===== src/hdl/refcounted_lru_cache_policy_macros.svh =====
// assertion macros for the refcounted lru cache policy
// no dependencies; included by files that carry concurrent assertions
`ifndef REFCOUNTED_LRU_CACHE_POLICY_MACROS_SVH
`define REFCOUNTED_LRU_CACHE_POLICY_MACROS_SVH

// property checked every clock outside reset
`define RCLRU_ASSERT(lbl, clk, rst_n, prop) \
  lbl: assert property (@(posedge clk) disable iff (!rst_n) (prop)) \
    else $error("cache policy check failed");

// consequent checked in the cycle after the antecedent
`define RCLRU_ASSERT_NEXT(lbl, clk, rst_n, ante, cons) \
  lbl: assert property (@(posedge clk) disable iff (!rst_n) (ante) |=> (cons)) \
    else $error("cache policy sequence check failed");

`endif


===== src/hdl/rclru_pkg.sv =====
// types, codes and constants of the refcounted lru cache policy
// no dependencies
`default_nettype none

package rclru_pkg;

  localparam int SLOTS_DEF = 16;
  localparam int KEY_W     = 32;
  localparam int BYTES_W   = 32;
  localparam int USE_W     = 16;
  localparam int TIME_W    = 32;
  localparam int MODE_W    = 3;
  localparam int ELIM_W    = 5;
  localparam int BLIM_W    = 40;
  localparam int ALIM_W    = 32;
  localparam int CFG_IDX_W = 2;
  localparam int CFG_DAT_W = 40;
  localparam int IN_DATA_W  = 96;
  localparam int OUT_DATA_W = 88;

  localparam logic [ELIM_W-1:0] ELIM_RST = ELIM_W'(16);
  localparam logic [BLIM_W-1:0] BLIM_RST = '1;
  localparam logic [ALIM_W-1:0] ALIM_RST = '1;
  localparam logic [USE_W-1:0]  USE_MAX  = '1;

  typedef enum logic [MODE_W-1:0] {
    MODE_ADD     = 3'd0,
    MODE_ACQUIRE = 3'd1,
    MODE_RELEASE = 3'd2,
    MODE_TICK    = 3'd3,
    MODE_SIZE    = 3'd4
  } mode_e;

  typedef enum logic [1:0] {
    ST_OK      = 2'd0,
    ST_MISSING = 2'd1,
    ST_DUP     = 2'd2,
    ST_FULL    = 2'd3
  } status_e;

  typedef enum logic {
    KIND_STATUS = 1'b0,
    KIND_EVICT  = 1'b1
  } kind_e;

  typedef enum logic [CFG_IDX_W-1:0] {
    REG_ENTRY_LIMIT = 2'd0,
    REG_BYTE_LIMIT  = 2'd1,
    REG_AGE_LIMIT   = 2'd2
  } cfg_reg_e;

  typedef enum logic [2:0] {
    S_IDLE,
    S_SCAN,
    S_OP,
    S_CULL,
    S_DECIDE,
    S_FLUSH
  } state_e;

  typedef struct packed {
    logic [KEY_W-1:0]   key;
    logic [BYTES_W-1:0] bytes;
    logic [USE_W-1:0]   uses;
    logic [TIME_W-1:0]  rtime;
  } entry_t;

  typedef struct packed {
    kind_e              kind;
    status_e            status;
    logic [KEY_W-1:0]   key;
    logic [BYTES_W-1:0] bytes;
    logic [USE_W-1:0]   uses;
  } result_t;

endpackage

`default_nettype wire


===== src/hdl/refcounted_lru_cache_policy.sv =====
// refcounted lru cache policy: request channel in, result channel out, config writes.
// Each request (tuser mode: add, acquire, release, tick, size query) is looked up
// by scanning the slot memory one slot per cycle, then applied with one write back.
// A successful add, a tick and a release to zero then run a cull: each pass scans
// all slots for the idle entry with the oldest release time and evicts it while the
// entry, byte or age limit is exceeded. A request gives one status transfer, then one
// transfer per eviction; tlast marks the final one of the request.
// When a cull runs, the status result leaves after its first pass, and the cull makes
// one pass per eviction plus one, since the slot memory has a single read port.
// Requests are taken one at a time.
// A stalled result channel holds the block until the output register frees up.
// Reset empties the table and loads the limits with 16 entries, all-ones bytes and
// all-ones seconds. Config writes are always ready and belong between requests.
// depends on rclru_pkg, rclru_mem and refcounted_lru_cache_policy_macros.svh
`default_nettype none

module refcounted_lru_cache_policy #(
  parameter int SLOTS = rclru_pkg::SLOTS_DEF
) (
  input  wire logic                            clk_i,
  input  wire logic                            rst_ni,
  input  wire logic                            s_axis_tvalid_i,
  output logic                                 s_axis_tready_o,
  // entry_key, object_bytes, now_seconds
  input  wire logic [rclru_pkg::IN_DATA_W-1:0] s_axis_tdata_i,
  // mode
  input  wire logic [rclru_pkg::MODE_W-1:0]    s_axis_tuser_i,
  output logic                                 m_axis_tvalid_o,
  input  wire logic                            m_axis_tready_i,
  // status, result_key, result_bytes, use_count, zero fill
  output logic [rclru_pkg::OUT_DATA_W-1:0]     m_axis_tdata_o,
  // kind
  output logic                                 m_axis_tuser_o,
  output logic                                 m_axis_tlast_o,
  input  wire logic                            cfg_valid_i,
  output logic                                 cfg_ready_o,
  input  wire logic [rclru_pkg::CFG_IDX_W-1:0] cfg_index_i,
  input  wire logic [rclru_pkg::CFG_DAT_W-1:0] cfg_data_i
);
  import rclru_pkg::*;

  localparam int AW   = (SLOTS > 1) ? $clog2(SLOTS) : 1;
  localparam int CW   = AW + 1;
  localparam int EW   = $clog2(SLOTS + 1);
  localparam int BHW  = BYTES_W + EW;
  localparam int CMPW = (BHW > BLIM_W) ? BHW : BLIM_W;
  localparam int LW   = (EW > ELIM_W) ? EW : ELIM_W;

  state_e              state_q, state_d;
  logic [MODE_W-1:0]   mode_q, mode_d;
  logic [KEY_W-1:0]    key_q, key_d;
  logic [BYTES_W-1:0]  obytes_q, obytes_d;
  logic [TIME_W-1:0]   now_q, now_d;
  logic [TIME_W-1:0]   latest_q, latest_d;
  logic [CW-1:0]       cnt_q, cnt_d;
  logic                rd_vld_q, rd_vld_d;
  logic [AW-1:0]       rd_slot_q, rd_slot_d;
  logic                hit_q, hit_d;
  logic [AW-1:0]       hit_slot_q, hit_slot_d;
  entry_t              hit_ent_q, hit_ent_d;
  logic                pick_q, pick_d;
  logic [AW-1:0]       pick_slot_q, pick_slot_d;
  entry_t              pick_ent_q, pick_ent_d;
  logic [SLOTS-1:0]    valid_q, valid_d;
  logic [EW-1:0]       entries_q, entries_d;
  logic [BHW-1:0]      bytes_q, bytes_d;
  logic [ELIM_W-1:0]   elim_q;
  logic [BLIM_W-1:0]   blim_q;
  logic [ALIM_W-1:0]   alim_q;
  result_t             pend_q, pend_d;
  result_t             out_q, out_d;
  logic                out_last_q, out_last_d;
  logic                out_vld_q, out_vld_d;

  logic                mem_we;
  logic [AW-1:0]       mem_waddr;
  entry_t              mem_wdata;
  logic [AW-1:0]       mem_raddr;
  entry_t              mem_rdata;

  logic [AW-1:0]       free_slot;
  logic                any_free;
  logic                out_free;
  logic [USE_W-1:0]    new_uses;
  logic                over_limit;

  rclru_mem #(
    .DEPTH (SLOTS),
    .AW    (AW)
  ) u_mem (
    .clk_i   (clk_i),
    .we_i    (mem_we),
    .waddr_i (mem_waddr),
    .wdata_i (mem_wdata),
    .raddr_i (mem_raddr),
    .rdata_o (mem_rdata)
  );

  // lowest free slot
  always_comb begin
    free_slot = '0;
    for (int i = SLOTS - 1; i >= 0; i--) begin
      if (!valid_q[i]) begin
        free_slot = AW'(i);
      end
    end
  end

  assign any_free = ~&valid_q;
  assign out_free = !out_vld_q || m_axis_tready_i;

  always_comb begin
    unique case (mode_q) inside
      MODE_ACQUIRE: new_uses = (hit_ent_q.uses == USE_MAX) ? hit_ent_q.uses
                                                           : hit_ent_q.uses + 1'b1;
      MODE_RELEASE: new_uses = (hit_ent_q.uses == '0) ? hit_ent_q.uses
                                                      : hit_ent_q.uses - 1'b1;
      default:      new_uses = hit_ent_q.uses;
    endcase
  end

  assign over_limit = (LW'(entries_q) > LW'(elim_q)) ||
                      (CMPW'(bytes_q) > CMPW'(blim_q)) ||
                      (pick_ent_q.rtime < latest_q);

  always_comb begin
    state_d     = state_q;
    mode_d      = mode_q;
    key_d       = key_q;
    obytes_d    = obytes_q;
    now_d       = now_q;
    latest_d    = latest_q;
    cnt_d       = cnt_q;
    rd_vld_d    = 1'b0;
    rd_slot_d   = rd_slot_q;
    hit_d       = hit_q;
    hit_slot_d  = hit_slot_q;
    hit_ent_d   = hit_ent_q;
    pick_d      = pick_q;
    pick_slot_d = pick_slot_q;
    pick_ent_d  = pick_ent_q;
    valid_d     = valid_q;
    entries_d   = entries_q;
    bytes_d     = bytes_q;
    pend_d      = pend_q;
    out_d       = out_q;
    out_last_d  = out_last_q;
    out_vld_d   = out_vld_q && !m_axis_tready_i;
    mem_we      = 1'b0;
    mem_waddr   = hit_slot_q;
    mem_wdata   = hit_ent_q;
    mem_raddr   = cnt_q[AW-1:0];
    s_axis_tready_o = 1'b0;

    unique case (state_q)
      S_IDLE: begin
        s_axis_tready_o = 1'b1;
        if (s_axis_tvalid_i) begin
          mode_d        = s_axis_tuser_i;
          key_d         = s_axis_tdata_i[KEY_W-1:0];
          obytes_d      = s_axis_tdata_i[KEY_W+BYTES_W-1:KEY_W];
          now_d         = s_axis_tdata_i[KEY_W+BYTES_W+TIME_W-1:KEY_W+BYTES_W];
          pend_d        = '{kind: KIND_STATUS, status: ST_OK,
                            key: s_axis_tdata_i[KEY_W-1:0], bytes: '0, uses: '0};
          cnt_d         = '0;
          hit_d         = 1'b0;
          state_d       = S_SCAN;
        end
      end
      S_SCAN: begin
        if (cnt_q < CW'(SLOTS)) begin
          rd_vld_d  = 1'b1;
          rd_slot_d = cnt_q[AW-1:0];
          cnt_d     = cnt_q + 1'b1;
        end
        if (rd_vld_q && !hit_q && valid_q[rd_slot_q] && (mem_rdata.key == key_q)) begin
          hit_d      = 1'b1;
          hit_slot_d = rd_slot_q;
          hit_ent_d  = mem_rdata;
        end
        if ((cnt_q == CW'(SLOTS)) && !rd_vld_q) begin
          state_d = S_OP;
        end
      end
      S_OP: begin
        latest_d = (now_q < alim_q) ? '0 : now_q - alim_q;
        cnt_d    = '0;
        pick_d   = 1'b0;
        state_d  = S_FLUSH;
        unique case (mode_q) inside
          MODE_ADD: begin
            if (hit_q) begin
              pend_d.status = ST_DUP;
            end else if (!any_free) begin
              pend_d.status = ST_FULL;
            end else begin
              mem_we             = 1'b1;
              mem_waddr          = free_slot;
              mem_wdata          = '{key: key_q, bytes: obytes_q, uses: '0, rtime: now_q};
              valid_d[free_slot] = 1'b1;
              entries_d          = entries_q + 1'b1;
              bytes_d            = bytes_q + BHW'(obytes_q);
              pend_d.bytes       = obytes_q;
              state_d            = S_CULL;
            end
          end
          MODE_ACQUIRE, MODE_RELEASE, MODE_SIZE: begin
            if (!hit_q) begin
              pend_d.status = ST_MISSING;
            end else begin
              mem_we         = 1'b1;
              mem_wdata.uses = new_uses;
              pend_d.bytes   = hit_ent_q.bytes;
              pend_d.uses    = new_uses;
              if ((mode_q == MODE_RELEASE) && (new_uses == '0)) begin
                mem_wdata.rtime = now_q;
                state_d         = S_CULL;
              end
            end
          end
          MODE_TICK: state_d = S_CULL;
          default: state_d = S_FLUSH;
        endcase
      end
      S_CULL: begin
        if (cnt_q < CW'(SLOTS)) begin
          rd_vld_d  = 1'b1;
          rd_slot_d = cnt_q[AW-1:0];
          cnt_d     = cnt_q + 1'b1;
        end
        if (rd_vld_q && valid_q[rd_slot_q] && (mem_rdata.uses == '0) &&
            (!pick_q || (mem_rdata.rtime < pick_ent_q.rtime))) begin
          pick_d      = 1'b1;
          pick_slot_d = rd_slot_q;
          pick_ent_d  = mem_rdata;
        end
        if ((cnt_q == CW'(SLOTS)) && !rd_vld_q) begin
          state_d = S_DECIDE;
        end
      end
      S_DECIDE: begin
        if (pick_q && over_limit) begin
          if (out_free) begin
            out_d                = pend_q;
            out_last_d           = 1'b0;
            out_vld_d            = 1'b1;
            pend_d               = '{kind: KIND_EVICT, status: ST_OK, key: pick_ent_q.key,
                                     bytes: pick_ent_q.bytes, uses: '0};
            valid_d[pick_slot_q] = 1'b0;
            entries_d            = entries_q - 1'b1;
            bytes_d              = bytes_q - BHW'(pick_ent_q.bytes);
            cnt_d                = '0;
            pick_d               = 1'b0;
            state_d              = S_CULL;
          end
        end else begin
          state_d = S_FLUSH;
        end
      end
      S_FLUSH: begin
        if (out_free) begin
          out_d      = pend_q;
          out_last_d = 1'b1;
          out_vld_d  = 1'b1;
          state_d    = S_IDLE;
        end
      end
      default: state_d = S_IDLE;
    endcase
  end

  always_ff @(posedge clk_i or negedge rst_ni) begin
    if (!rst_ni) begin
      state_q   <= S_IDLE;
      rd_vld_q  <= 1'b0;
      valid_q   <= '0;
      entries_q <= '0;
      bytes_q   <= '0;
      out_vld_q <= 1'b0;
      elim_q    <= ELIM_RST;
      blim_q    <= BLIM_RST;
      alim_q    <= ALIM_RST;
    end else begin
      state_q   <= state_d;
      rd_vld_q  <= rd_vld_d;
      valid_q   <= valid_d;
      entries_q <= entries_d;
      bytes_q   <= bytes_d;
      out_vld_q <= out_vld_d;
      if (cfg_valid_i) begin
        unique case (cfg_index_i)
          REG_ENTRY_LIMIT: elim_q <= cfg_data_i[ELIM_W-1:0];
          REG_BYTE_LIMIT:  blim_q <= cfg_data_i[BLIM_W-1:0];
          REG_AGE_LIMIT:   alim_q <= cfg_data_i[ALIM_W-1:0];
          default: ;
        endcase
      end
    end
  end

  always_ff @(posedge clk_i) begin
    mode_q      <= mode_d;
    key_q       <= key_d;
    obytes_q    <= obytes_d;
    now_q       <= now_d;
    latest_q    <= latest_d;
    cnt_q       <= cnt_d;
    rd_slot_q   <= rd_slot_d;
    hit_q       <= hit_d;
    hit_slot_q  <= hit_slot_d;
    hit_ent_q   <= hit_ent_d;
    pick_q      <= pick_d;
    pick_slot_q <= pick_slot_d;
    pick_ent_q  <= pick_ent_d;
    pend_q      <= pend_d;
    out_q       <= out_d;
    out_last_q  <= out_last_d;
  end

  assign cfg_ready_o     = 1'b1;
  assign m_axis_tvalid_o = out_vld_q;
  assign m_axis_tdata_o  = {6'b0, out_q.uses, out_q.bytes, out_q.key, out_q.status};
  assign m_axis_tuser_o  = out_q.kind;
  assign m_axis_tlast_o  = out_last_q;

`include "refcounted_lru_cache_policy_macros.svh"

  `RCLRU_ASSERT(a_count_matches, clk_i, rst_ni, entries_q == EW'($countones(valid_q)))
  `RCLRU_ASSERT(a_evict_idle, clk_i, rst_ni, (out_vld_q && (out_q.kind == KIND_EVICT)) |-> (out_q.uses == '0))
  `RCLRU_ASSERT_NEXT(a_accept_scan, clk_i, rst_ni, s_axis_tvalid_i && s_axis_tready_o, state_q == S_SCAN)

endmodule

`default_nettype wire


===== src/hdl/rclru_mem.sv =====
// slot table memory: one write port, one registered read port
// depends on rclru_pkg
`default_nettype none

module rclru_mem #(
  parameter int DEPTH = rclru_pkg::SLOTS_DEF,
  parameter int AW    = $clog2(rclru_pkg::SLOTS_DEF)
) (
  input  wire logic             clk_i,
  input  wire logic             we_i,
  input  wire logic [AW-1:0]    waddr_i,
  input  rclru_pkg::entry_t     wdata_i,
  input  wire logic [AW-1:0]    raddr_i,
  output rclru_pkg::entry_t     rdata_o
);
  import rclru_pkg::*;

  entry_t mem [DEPTH];
  entry_t rdata_q;

  always_ff @(posedge clk_i) begin
    if (we_i) begin
      mem[waddr_i] <= wdata_i;
    end
    rdata_q <= mem[raddr_i];
  end

  assign rdata_o = rdata_q;

endmodule

`default_nettype wire


===== config.mk =====
export PLATFORM = sky130hd
export DESIGN_NAME = refcounted_lru_cache_policy
export DESIGN_NICKNAME = d
export VERILOG_FILES = /design/src/hdl/rclru_pkg.sv /design/src/hdl/refcounted_lru_cache_policy.sv /design/src/hdl/rclru_mem.sv
export VERILOG_INCLUDE_DIRS = /design/src /design/src/hdl
export SDC_FILE = /design/constraint.sdc
export NUM_CORES = 2
export LEC_CHECK = 0
export ABC_AREA = 0
export BUFFER_PORTS_ARGS = -buffer_cell sky130_fd_sc_hd__buf_2
export CAP_MARGIN = 30
export CORE_MARGIN = 4
export CORE_UTILIZATION = 45
export CTS_BUF_LIST = sky130_fd_sc_hd__clkbuf_2 sky130_fd_sc_hd__clkbuf_4 sky130_fd_sc_hd__clkbuf_8
export DETAILED_ROUTE_END_ITERATION = 10
export HOLD_SLACK_MARGIN = 0.12
export PLACE_DENSITY = 0.72
export SKIP_LAST_GASP = 1
export SYNTH_ARGS = -nofsm -noshare
export SYNTH_HDL_FRONTEND = slang
export SYNTH_SLANG_ARGS = --single-unit

===== constraint.sdc =====
create_clock -name clk_i -period 43.5 [get_ports clk_i]
set_input_delay 8.7 -clock clk_i [delete_from_list [all_inputs] [get_ports clk_i]]
set_output_delay 8.7 -clock clk_i [all_outputs]
set_load 0.05 [all_outputs]

==> flow_summary.json <==
{
  "htreeDepth": 5,
  "synthMostInstantiatedCell": "edfxtp_1",
  "wl_per_cell_um": 27.10,
  "netlist_top_cells_count": "2317 x edfxtp_1, 565 x mux4_2, 469 x nand2_1, 180 x ha_1, 176 x inv_1",
  "finClkSkew_ns": 0.1250,
  "ys.flop_type": "edfxtp_1",
  "worstMarginPinSlew_ns": 1.190,
  "viasPerCell": 5.804,
  "final_cell_area_um2": 116500,
  "placed_cell_area_um2": 107700,
  "min_period_over_period_pct": 25.20,
  "critPathMaxStageDelay_ns": 0.53,
  "grt_util_all_layers_pct": 21.21,
  "grt_pass1_wl_um": 369500,
  "yosys.area.top_type": "edfxtp_1",
  "path_cells": "nor3_1 -> buf_2",
  "hold_end": "pick_ent_q[71]$_DFFE_PP_",
  "reg2reg_depth": 17,
  "clk_path_buf_depth": 4,
  "core_um2": 225500,
  "cts_hold_buffers": 0,
  "irDropWorstVdd_mv": 0.06762,
  "path_class": "reg -> out",
  "relSlewSlack_pct": 20.68,
  "whs_path_depth": 0,
  "synth-async-reset-ratio_pct": 5.450,
  "ys_types": 83,
  "globalRouteMet3Util_pct": 4.280,
  "cp.required_ns": 34.80,
  "clock_sinks": 2569,
  "cts_tree": "built",
  "clock.fmax_ghz": 0.09124,
  "die_h_um": 484.9,
  "die_x_um": 484.9,
  "cts_buffers": 401,
  "leakage_nw": 39.79,
  "hpwl_um": 144800,
  "gr-total-overflow": 0,
  "crit_fanout": 14,
  "worstSetupEndpointType": "primary output",
  "rsz0062_at_grt": "false",
  "power_density_nw_per_um2": 55.88,
  "cts_setup_buffers": 0,
  "crit_slowest_cell": "dfrtp_1",
  "drive_above_1_share_pct": 29.38,
  "root_buffer": "clkbuf_8",
  "post-synth-top-area-fraction_pct": 67.97,
  "pin_count": 239,
  "min_period_ns": 10.96,
  "post-route-drc-count": 0,
  "drv_slew": 0,
  "drt-initial-drc-count": 5941,
  "dr.pass1.iters": 5,
  "start_util_pct": 45.38,
  "cp.arrival_ns": 2.26,
  "grt_max_degree": 153,
  "met2_usage_pct": 33.65,
  "clk_transition_reported_paths_ns": 0.06,
  "num_vias": 53810,
  "syn_avg_cell_area_um2": 18.92,
  "setup_viol": 0,
  "top_usage_layer": "met2",
  "status": "finished clean",
  "dieArea_um2": 235200,
  "max_cap_violations": 0,
  "hold_viol_final": 0,
  "worstSetupStartpointType": "flip-flop",
  "io_buffers": 231,
  "gp_congestion": 0.8559,
  "ys_ff_latch": 2569,
  "yosys_warnings": 0,
  "grt_antenna_before_repair": 22,
  "worst_r2r_endpoint": "bytes_q[35]$_DFFE_PN0P_",
  "syn_inst": 5411,
  "areaGrowthSynthToFinish_pct": 13.79,
  "num_rows": 174,
  "synth_edf_count": 2317,
  "r2r_slack_ns": 36.73,
  "ys_seq_area_share_pct": 73.68,
  "setup_tns_ns": 0,
  "postCtsResizedCells": 0,
  "met1_usage_pct": 29.19,
  "r2r-start": "state_q[2]$_DFFE_PN0P_",
  "synth.area.top_cells": "edfxtp_1 68%, mux4_2 12%, ha_1 2.2%",
  "hold_path_class": "reg -> reg",
  "hp-start": "u_mem.rdata_o[71]$_DFF_P_",
  "totalWireLength_um": 251200,
  "nets": 6278,
  "clk_latency_ns": 1.12,
  "ant_nets": 0,
  "grt_pass1_vias": 55020,
  "synthesis.area_um2": 102400
}
==> cells in the final DEF (no fill, tap or decap), types with 61 or more instances in the layout <==
| master | instances |
|---|---|
| edfxtp_1 | 2317 |
| mux4_2 | 565 |
| clkbuf_8 | 470 |
| nand2_1 | 468 |
| buf_2 | 232 |
| ha_1 | 180 |
| inv_1 | 174 |
| o21ai_0 | 159 |
| clkbuf_4 | 130 |
| dfxtp_1 | 112 |
| nor2_1 | 109 |
| a21oi_1 | 106 |
| buf_4 | 105 |
| mux2_2 | 79 |
| dfstp_2 | 73 |
| xnor2_1 | 72 |
| dfrtp_1 | 67 |
| xor2_1 | 61 |
==> metal layers <==
metal,vias up,part of all wire [%],wire [um]
li1,22740,-,-
met5,-,0.043,107
met1,28060,40,100900
met4,16,3.5,8707
met3,427,8.4,21090
met2,2568,48,120500
==> state kept, by name, summed over array words and instances (netlist names), 5 cells and up <==
| signal | flops |
|---|---|
| u_mem.mem | 1792 |
| hit_ent_q | 112 |
| u_mem.rdata_o | 112 |
| pick_ent_q | 96 |
| pend_q | 83 |
| m_axis_tdata_o | 82 |
| blim_q | 40 |
| bytes_q | 37 |
| alim_q | 32 |
| key_q | 32 |
| latest_q | 32 |
| now_q | 32 |
| obytes_q | 32 |
| valid_q | 16 |
| cnt_q | 5 |
| elim_q | 5 |
| entries_q | 5 |
==> per-stage QoR <==
stage,worst slack [ns],std cells,hold slack (ns),total power (W),utilization [%]
2_1_floorplan,29.74,5416,0.4003,0.004034,-
3_3_place_gp,32.30,8518,0.4049,0.004390,47.63
3_5_place_dp,32.21,8530,0.4054,0.004418,47.75
4_1_cts,32.40,9257,0.3974,0.006554,51.56
5_1_grt,32.34,9266,0.4168,0.006795,51.64
6_report,32.54,9271,0.4038,0.006508,51.64
==> kinds of logic after synthesis <==
logic type	Yosys count	synth area share, %
DFF	2569	73.68
and+or+nand+nor	883	3.985
muxes	708	14.07
AOI/OAI and AO/OA	528	3.304
buffers and inverters	405	1.556
adders and majority gates	183	2.259
xor gates and xnor gates	133	1.138
other	2	0.007337
==> layout make-up <==
class | count | area, um^2
fill | 17700 | 109100
sequential | 2569 | 75410
multi-input combinational | 2442 | 25590
clock buffer | 600 | 7445
tap | 2992 | 3744
timing repair buffer | 358 | 2451
clock inverter | 127 | 1144
inverter | 177 | 670.6
antenna | 6 | 15.01
==> worst max-delay path by stage <==
stage	slack, ns	endpoint	depth (start not counted)	start
detailed placement	32.21	m_axis_tdata_o[52]$_DFFE_PP_	5	m_axis_tready_i
global route	32.34	s_axis_tready_o	2	state_q[2]$_DFFE_PN0P_
floorplan	29.74	hit_q$_DFFE_PP_	6	key_q[30]$_DFFE_PP_
global placement	32.30	m_axis_tdata_o[52]$_DFFE_PP_	5	m_axis_tready_i
finish	32.54	s_axis_tready_o	2	state_q[2]$_DFFE_PN0P_
CTS	32.40	s_axis_tready_o	2	state_q[2]$_DFFE_PN0P_
==> where the power goes <==
| group | switching, W | total [W] | internal, W | leakage, nW |
|---|---|---|---|---|
| logic | 0.000698 | 0.00142 | 0.000720 | 12.0 |
| clock network | 0.000916 | 0.00214 | 0.00122 | 4.56 |
| registers | 0.000110 | 0.00295 | 0.00284 | 23.2 |
| total | 0.00172 | 0.00651 | 0.00478 | 39.8 |
==> critical path, delay by kind of cell (launching register included) <==
kind,cells,cell delay (ns)
flip-flops,1,0.53
buffers and inverters,1,0.37
AND/OR/NAND/NOR,1,0.31
(Power assumes the default switching activity.)
